<file path="src/hw/rtl/ptc_pkg.sv">
// Shared types, constants and helpers for the pressure/temperature compensation block.
// Used by ptc_div_cell, ptc_divider and pressure_temperature_compensation.
package ptc_pkg;

    localparam int unsigned DIV_W = 32;
    localparam int unsigned CFG_IDX_W = 3;

    // Configuration register indexes
    localparam logic [CFG_IDX_W-1:0] CFG_AC1_AC2 = 3'd0;
    localparam logic [CFG_IDX_W-1:0] CFG_AC3_AC4 = 3'd1;
    localparam logic [CFG_IDX_W-1:0] CFG_AC5_AC6 = 3'd2;
    localparam logic [CFG_IDX_W-1:0] CFG_B1_B2   = 3'd3;
    localparam logic [CFG_IDX_W-1:0] CFG_MC_MD   = 3'd4;
    localparam logic [CFG_IDX_W-1:0] CFG_OSS     = 3'd5;

    // Result status codes
    localparam logic [1:0] ST_OK   = 2'd0;
    localparam logic [1:0] ST_DIV0 = 2'd1;
    localparam logic [1:0] ST_SAT  = 2'd2;

    // Compensation constants
    localparam logic [31:0] T_OFFSET   = 32'd4000;
    localparam logic [31:0] B4_OFFSET  = 32'd32768;
    localparam logic [31:0] PRES_SCALE = 32'd50000;
    localparam logic [31:0] K_3038     = 32'd3038;
    localparam logic [31:0] K_M7357    = 32'hFFFF_E343;
    localparam logic [31:0] K_3791     = 32'd3791;
    localparam logic [31:0] T_MAX      = 32'h0000_7FFF;
    localparam logic [31:0] T_MIN      = 32'hFFFF_8000;
    localparam logic [31:0] P_MAX      = 32'd1048575;

    typedef struct packed {
        logic [15:0] raw_temperature;
        logic [18:0] raw_pressure;
    } sample_t;

    typedef struct packed {
        logic signed [15:0] temperature_tenths;
        logic [19:0]        pressure_pa;
        logic [1:0]         status;
    } result_t;

    function automatic logic [31:0] sx16(input logic [15:0] v);
        return {{16{v[15]}}, v};
    endfunction

    function automatic logic [31:0] asr32(input logic [31:0] x, input int unsigned n);
        return 32'($signed(x) >>> n);
    endfunction

endpackage

</file>
<file path="src/hw/rtl/ptc_div_cell.sv">
// One restoring-division cell: settles one quotient bit and hands the remainder on.
// Depends on ptc_pkg for the datapath width.
module ptc_div_cell #(
    parameter int unsigned SIDE_W = 1
) (
    input  logic                          clk,
    input  logic                          rst_n,
    input  logic                          en,
    input  logic                          up_valid,
    input  logic [ptc_pkg::DIV_W-1:0]     up_rem,
    input  logic [ptc_pkg::DIV_W-1:0]     up_num,
    input  logic [ptc_pkg::DIV_W-1:0]     up_den,
    input  logic [ptc_pkg::DIV_W-1:0]     up_quo,
    input  logic [SIDE_W-1:0]             up_side,
    output logic                          dn_valid,
    output logic [ptc_pkg::DIV_W-1:0]     dn_rem,
    output logic [ptc_pkg::DIV_W-1:0]     dn_num,
    output logic [ptc_pkg::DIV_W-1:0]     dn_den,
    output logic [ptc_pkg::DIV_W-1:0]     dn_quo,
    output logic [SIDE_W-1:0]             dn_side
);

    logic                      valid_reg;
    logic [ptc_pkg::DIV_W-1:0] rem_reg, rem_next;
    logic [ptc_pkg::DIV_W-1:0] num_reg, den_reg, quo_reg, quo_next;
    logic [SIDE_W-1:0]         side_reg;
    logic [ptc_pkg::DIV_W:0]   trial;
    logic [ptc_pkg::DIV_W:0]   diff;
    logic                      ge;

    always_comb
    begin
        trial    = {up_rem, up_num[ptc_pkg::DIV_W-1]};
        diff     = trial - {1'b0, up_den};
        ge       = (trial >= {1'b0, up_den});
        rem_next = ge ? diff[ptc_pkg::DIV_W-1:0] : trial[ptc_pkg::DIV_W-1:0];
        quo_next = {up_quo[ptc_pkg::DIV_W-2:0], ge};
    end

    always_ff @(posedge clk or negedge rst_n)
    begin
        if (!rst_n)
        begin
            valid_reg <= 1'b0;
        end
        else if (en)
        begin
            valid_reg <= up_valid;
        end
    end

    always_ff @(posedge clk)
    begin
        if (en)
        begin
            rem_reg  <= rem_next;
            num_reg  <= {up_num[ptc_pkg::DIV_W-2:0], 1'b0};
            den_reg  <= up_den;
            quo_reg  <= quo_next;
            side_reg <= up_side;
        end
    end

    assign dn_valid = valid_reg;
    assign dn_rem   = rem_reg;
    assign dn_num   = num_reg;
    assign dn_den   = den_reg;
    assign dn_quo   = quo_reg;
    assign dn_side  = side_reg;

endmodule

</file>
<file path="src/hw/rtl/ptc_divider.sv">
// Pipelined unsigned divider built as a chain of ptc_div_cell, one quotient bit per cell.
// Depends on ptc_pkg and ptc_div_cell.
module ptc_divider #(
    parameter int unsigned SIDE_W = 1
) (
    input  logic                      clk,
    input  logic                      rst_n,
    input  logic                      en,
    input  logic                      feed_valid,
    input  logic [ptc_pkg::DIV_W-1:0] feed_num,
    input  logic [ptc_pkg::DIV_W-1:0] feed_den,
    input  logic [SIDE_W-1:0]         feed_side,
    output logic                      done_valid,
    output logic [ptc_pkg::DIV_W-1:0] done_quo,
    output logic [SIDE_W-1:0]         done_side
);

    localparam int unsigned N = ptc_pkg::DIV_W;

    logic                      v_c   [0:N];
    logic [ptc_pkg::DIV_W-1:0] rem_c [0:N];
    logic [ptc_pkg::DIV_W-1:0] num_c [0:N];
    logic [ptc_pkg::DIV_W-1:0] den_c [0:N];
    logic [ptc_pkg::DIV_W-1:0] quo_c [0:N];
    logic [SIDE_W-1:0]         side_c[0:N];

    assign v_c[0]    = feed_valid;
    assign rem_c[0]  = '0;
    assign num_c[0]  = feed_num;
    assign den_c[0]  = feed_den;
    assign quo_c[0]  = '0;
    assign side_c[0] = feed_side;

    for (genvar k = 0; k < N; k++)
    begin : g_cell
        ptc_div_cell #(.SIDE_W(SIDE_W)) u_cell (
            .clk      (clk),
            .rst_n    (rst_n),
            .en       (en),
            .up_valid (v_c[k]),
            .up_rem   (rem_c[k]),
            .up_num   (num_c[k]),
            .up_den   (den_c[k]),
            .up_quo   (quo_c[k]),
            .up_side  (side_c[k]),
            .dn_valid (v_c[k+1]),
            .dn_rem   (rem_c[k+1]),
            .dn_num   (num_c[k+1]),
            .dn_den   (den_c[k+1]),
            .dn_quo   (quo_c[k+1]),
            .dn_side  (side_c[k+1])
        );
    end

    assign done_valid = v_c[N];
    assign done_quo   = quo_c[N];
    assign done_side  = side_c[N];

endmodule
</file>
<file path="config.mk">
export PLATFORM = sky130hd
export DESIGN_NAME = ptc_divider
export DESIGN_NICKNAME = d
export VERILOG_FILES = /design/src/hw/rtl/ptc_pkg.sv /design/src/hw/rtl/ptc_div_cell.sv /design/src/hw/rtl/ptc_divider.sv
export SDC_FILE = /design/constraint.sdc
export NUM_CORES = 2
export LEC_CHECK = 0
export BUFFER_PORTS_ARGS = -buffer_cell sky130_fd_sc_hd__clkbuf_2
export CAP_MARGIN = 20
export CORE_UTILIZATION = 51
export DETAILED_ROUTE_END_ITERATION = 8
export PLACE_DENSITY = 0.66
export SYNTH_ARGS = -nofsm -noshare
export SYNTH_HDL_FRONTEND = slang
export SYNTH_SLANG_ARGS = --single-unit
export TNS_END_PERCENT = 20
</file>
<file path="constraint.sdc">
create_clock -name clk -period 4.6 [get_ports clk]
set_input_delay 0.23 -clock clk [delete_from_list [all_inputs] [get_ports clk]]
set_output_delay 0.23 -clock clk [all_outputs]
set_load 0.01 [all_outputs]
</file>
Yosys cells after proc, flatten, opt, wreduce, memory -nomap -nowiden
Cells that the tools add are included.
- register bits: 3072
- bits of input ports: 69
- output and inout port bits: 34
- logic and storage cells: 284
- add/subtract/negate cells: 31
- $lt $le $gt $ge: 32
- muxes and demuxes: 31
- operators with widths (cell ; count):
    greater-or-equal comparator 33 x 32 -> 1 bit ; 31
    two-way mux 32 bit ; 30
    subtractor 32 bit ; 30
    greater-or-equal comparator 1 x 32 -> 1 bit ; 1
    subtractor 1 x 32 -> 32 bit ; 1
    two-way mux 1 bit ; 1

Depth between registers and ports, before layout
- word-level depth: 2
- depth in mapped cells: 16
- gate-level depth less buffers: 14

Modules after synthesis
A second synthesis with hierarchy kept.
- cell total of the unflattened synthesis: 15171
- area total of the unflattened synthesis: 195453.7 um^2
- by module, submodules not included (module ; times used ; cells each ; area each (um^2) ; sequential area each (um^2)):
    ptc_div_cell (g_cell[0].u_cell ...) ; 30 ; 477 ; 6100.9 ; 3868.7
    ptc_div_cell (g_cell[20].u_cell) ; 1 ; 435 ; 6269.8 ; 3868.7
    ptc_div_cell (g_cell[23].u_cell) ; 1 ; 425 ; 6154.7 ; 3868.7
    ptc_divider ; 1 ; 1 ; 3.8 ; 0.0

Least setup slack after synthesis
OpenSTA, ideal clock, no wires.
- path kind: register to register
- from: register g_cell[10].u_cell.den_reg (netlist bit g_cell[10].u_cell.dn_den[1])
- to: register g_cell[11].u_cell.rem_reg (netlist bit g_cell[11].u_cell.dn_rem[29]) (data pin)
- setup time: 0.260 ns
- data arrival time: 3.313 ns
- required time: 4.340 ns
- path slack: 1.028 ns
- stages on the path, launching flop included: 16
- buffers on the path: 2
- clock period less this slack: 3.572 ns
- cell sequence: edfxtp_1 inv_1 ha_1 nor2b_1 o31a_1 o211ai_1 o211ai_1 a21o_1 a21bo_2 a221o_1 a41o_1 a31oi_1 o21a_1 buf_2 buf_6 mux2_2
- longest elaborated chain between the ends: 2
- elaborated cells between the ends (all ways): 3
- classes of those cells: 1 x add/sub; 1 x order compare; 1 x mux
- RTL lines (element ; RTL line ; text):
    start, declared ; ptc_div_cell.sv:25 ; logic [ptc_pkg::DIV_W-1:0] num_reg, den_reg, quo_reg, quo_next;
    start signal, assigned ; ptc_div_cell.sv:58 ; den_reg <= up_den;
    subtractor 32 bit or greater-or-equal comparator 33 x 32 -> 1 bit (tied branches) ; ptc_div_cell.sv:34, ptc_div_cell.sv:35 ;
    two-way mux 32 bit (*) ; ptc_div_cell.sv:36 ; rem_next = ge ? diff[ptc_pkg::DIV_W-1:0] : trial[ptc_pkg::DIV_W-1:0];
    named net g_cell[11].u_cell.rem_next (one bit) ; ptc_div_cell.sv:24 ; logic [ptc_pkg::DIV_W-1:0] rem_reg, rem_next;
    end signal, assigned ; ptc_div_cell.sv:56 ; rem_reg <= rem_next;
    end, declared ; ptc_div_cell.sv:24 ;
Mark *: on every way through the listed nets, which the timed path passes. The rest lies on a longest branch.
A chain may end at the register's enable or synchronous reset.

Worst setup path in the final report
- from: register g_cell[19].u_cell.den_reg (netlist bit g_cell[19].u_cell.dn_den[2])
- to: register g_cell[20].u_cell.rem_reg (netlist bit g_cell[20].u_cell.dn_rem[22]) (data pin)
- longest elaborated chain between the ends: 2
- elaborated cells between the ends (all ways): 3
- classes of those cells: 1 x add/sub; 1 x order compare; 1 x mux
- RTL lines (element ; RTL line):
    start, declared ; ptc_div_cell.sv:25
    start signal, assigned ; ptc_div_cell.sv:58
    subtractor 32 bit or greater-or-equal comparator 33 x 32 -> 1 bit (tied branches) ; ptc_div_cell.sv:34, ptc_div_cell.sv:35
    two-way mux 32 bit (*) ; ptc_div_cell.sv:36
    named net g_cell[20].u_cell.rem_next (one bit) ; ptc_div_cell.sv:24
    end signal, assigned ; ptc_div_cell.sv:56
    end, declared ; ptc_div_cell.sv:24
Marks and branches as above.

==> impl_metrics.env <==
export IMPL_run_status="finished, final reports clean"
export IMPL_synth_avg_cell_area_um2=12.28
export IMPL_min_period_ns=4.321
export IMPL_hold_slack_ns=0.08041
export IMPL_critPathLaunch="g_cell[19].u_cell.dn_den[2]"
export IMPL_layout_drive_gt1_share=0.09113
export IMPL_cp_max_fo=18
export IMPL_dieHeight_um=553.6
export IMPL_coreArea_um2=302800
export IMPL_syn_inst=12640
export IMPL_hold_viol=0
export IMPL_first_pass_iters=7
export IMPL_drt_drc_violations_left=0
export IMPL_routed_wl_um=354300
export IMPL_slew_viol_final=0
export IMPL_arrival_ns=4.98
export IMPL_hp_class="primary input to register"
export IMPL_async_reset_ff_frac=0.01042
export IMPL_ir_drop_uv=390.7
export IMPL_grt_pass1_wl_um=546000
export IMPL_synth_edf_count=3040
export IMPL_cts_tree="built"
export IMPL_layout_commonest_cell="edfxtp_1"
export IMPL_io_buffers=102
export IMPL_layout_common_cells="3040 x edfxtp_1, 1232 x inv_1, 994 x ha_1"
export IMPL_grt_total_usage=0.2262
export IMPL_dp_hpwl_um=259800
export IMPL_cts_clk_slew_worst_paths_ns=0.06
export IMPL_synthDistinctLibCells=97
export IMPL_p_comb_frac=0.418
export IMPL_fin_worst_skew_ns=0.04415
export IMPL_grt_max_degree=154
export IMPL_cts_setup_buffers=0
export IMPL_setup_tns_final_ns=0
export IMPL_pwr_share_seq=0.365
export IMPL_worst_path_largest_cell_delay_ns=0.92
export IMPL_setup_viol=0
export IMPL_p_int_mw=77.89
export IMPL_place_ws_ns=0.3473
export IMPL_worst_slack_ns=0.2794
export IMPL_relSlewSlack=0.2681
export IMPL_fmax_ghz=0.2315
export IMPL_pwr_share_clk=0.218
export IMPL_synthesis_area_um2=155200
export IMPL_endpoint="g_cell[20].u_cell.dn_rem[22]"
export IMPL_cts_buffers=328
export IMPL_ys_warn_count=0
export IMPL_cts_resized_gates=0
export IMPL_grt_overflow_total=0
export IMPL_dr_total_vias=98480
export IMPL_clock_latency_ns=0.92
export IMPL_syn_nets=13730
export IMPL_powerDensity_nw_per_um2=706.5
export IMPL_routedWlPerCell_um=20.52
export IMPL_critical_path_required_ns=5.26
export IMPL_path_buf_inv=2
export IMPL_ant_nets=0
export IMPL_nNetsFinal=14120
export IMPL_rrSetupSlack_ns=0.28
export IMPL_r2r_cells=13
export IMPL_worst_pin_slew_ns=1.070
export IMPL_crit_type="register to register"
export IMPL_drtIter0Drc=8215
export IMPL_crit_slowest_cell="a2111oi_0"
export IMPL_htreeDepth=5
export IMPL_startpoint_type="register"
export IMPL_ys_seq_elements=3072
export IMPL_clock_sinks=3072
export IMPL_ys_flop_type="edfxtp_1"
export IMPL_cp_top_family="compound AO/OA/AOI/OAI gates"
export IMPL_maxCapViolCount=0
export IMPL_die_area_um2=306500
export IMPL_rsz0062_at_grt="no"
export IMPL_die_w_um=553.6
export IMPL_finalCritPeriodShare=0.9393
export IMPL_viasPerCell=5.703
export IMPL_ios=103
export IMPL_grt_pass1_vias=96420
export IMPL_yosysSeqAreaShare=0.5934
export IMPL_r2r_end="g_cell[20].u_cell.dn_rem[22]"
export IMPL_critPathCaptureType="register"
export IMPL_clockBufferDepth=4
export IMPL_reg2reg_from="g_cell[19].u_cell.dn_den[2]"
export IMPL_fin_util=0.5717
export IMPL_leakage_nw=69.70
export IMPL_switchingPower_mw=44.39
export IMPL_fp_row_count=202
export IMPL_swShare=0.3630
export IMPL_antenna_found_initial=6
export IMPL_cts_root_buf="clkbuf_16"
export IMPL_path_cells="inv_1, ha_1, o21a_1, o31a_1, o31ai_1, a41o_1, or2_2, a2111oi_0, o41ai_1, o22ai_1, nand2b_2, buf_4, mux2_2"
export IMPL_place_congestion=0.9431
export IMPL_areaGrowthSynthToFinish_pct=11.54
export IMPL_path_depth=13
export IMPL_initial_core_util=0.5125
-- cells in the mapped netlist (32+ instances only) --
master,n,area [um^2]
edfxtp_1,3040,91290
inv_1,1232,4624
ha_1,994,12440
a21oi_1,975,4880
nand2_1,867,3254
o21ai_0,783,3919
nor2_1,611,2293
a21o_1,560,4204
xnor2_1,463,4055
xor2_1,343,3004
mux2_2,326,3671
clkbuf_1,225,844.6
nand3_1,188,940.9
nand4_1,175,1095
nor2b_1,144,900.9
nand2b_1,132,825.8
o21a_1,119,893.4
o21bai_1,119,893.4
a31oi_1,113,706.9
nor3_1,112,560.5
and3_1,81,506.7
a211oi_1,73,548.0
o31ai_1,58,435.4
buf_2,56,280.3
a21boi_0,47,352.8
and2_1,42,262.8
nor4_1,40,250.2
o31a_1,39,341.6
mux2_4,36,540.5
o211ai_1,36,270.3
dfrtp_1,32,800.8
or3_1,32,200.2
-- worst min-delay path by stage --
stage / start / end / cells past startpoint
after floorplan: rst_n / g_cell[0].u_cell.dn_valid / 0
after global placement: rst_n / g_cell[0].u_cell.dn_valid / 1
after detailed placement: rst_n / g_cell[28].u_cell.dn_valid / 1
after CTS: feed_den[3] / g_cell[0].u_cell.dn_den[3] / 2
after global routing: feed_den[5] / g_cell[0].u_cell.dn_den[5] / 2
final: feed_num[0] / g_cell[0].u_cell.dn_num[1] / 2
-- per-layer routing --
layer	global-route usage	part of all wire	wire length, um
met1	0.2962	0.42	150400
met2	0.3912	0.49	174800
met3	0.02387	0.047	16590
met4	0.07842	0.035	12440
met5	0	0.000037	13
-- sequential cells by signal, indices dropped and copies added, names as in the netlist --
register and flops:
g_cell.u_cell.dn_side 32, g_cell.u_cell.dn_quo 528, g_cell.u_cell.dn_num 496, g_cell.u_cell.dn_rem 992, g_cell.u_cell.dn_valid 32, g_cell.u_cell.dn_den 992
-- per-stage QoR --
stage | total power, mW | cell area (um^2) | instances
6_report | 122.3 | 173100 | 17270
5_1_grt | 130.1 | 173100 | 17270
4_1_cts | 122.9 | 173100 | 17270
3_5_place_dp | 95.43 | 161200 | 16570
3_3_place_gp | 94.48 | 161200 | 16570
2_1_floorplan | 81.44 | 155200 | 12640
-- power groups by stage --
stage	Clock, mW	Combinational (mW)	Sequential (mW)
after detailed placement	0	50.2	45.2
after global routing	28.3	56.6	45.1
after global placement	0	49.2	45.2
final	26.6	51.1	44.6
after floorplan	0	39.1	42.4
after CTS	27.4	50.7	44.7
-- kinds of logic after synthesis --
family / count (synthesis) / share of synthesized area
buf+inv: 1546 / 0.03855
compound gates: 3259 / 0.1320
xor+xnor: 806 / 0.04549
mux: 400 / 0.02969
simple gates: 2534 / 0.07681
flops: 3072 / 0.5934
fa+ha+maj: 1024 / 0.08401
-- timing repair --
item / CTS / global route
hold buffers: 104 / 0
endpoints found under the hold margin: 142 / 0
setup endpoints to repair: 0 / 0
-- cell type report --
type,count,area (um^2)
antenna,2,5.005
clock buffer,380,8446
clock inverter,215,2430
fill,24520,129700
inverter,1232,4624
multi-input combinational,8023,57240
sequential,3072,92090
tap,3978,4977
timing repair buffer,366,3278
(Power assumes the default switching activity.)
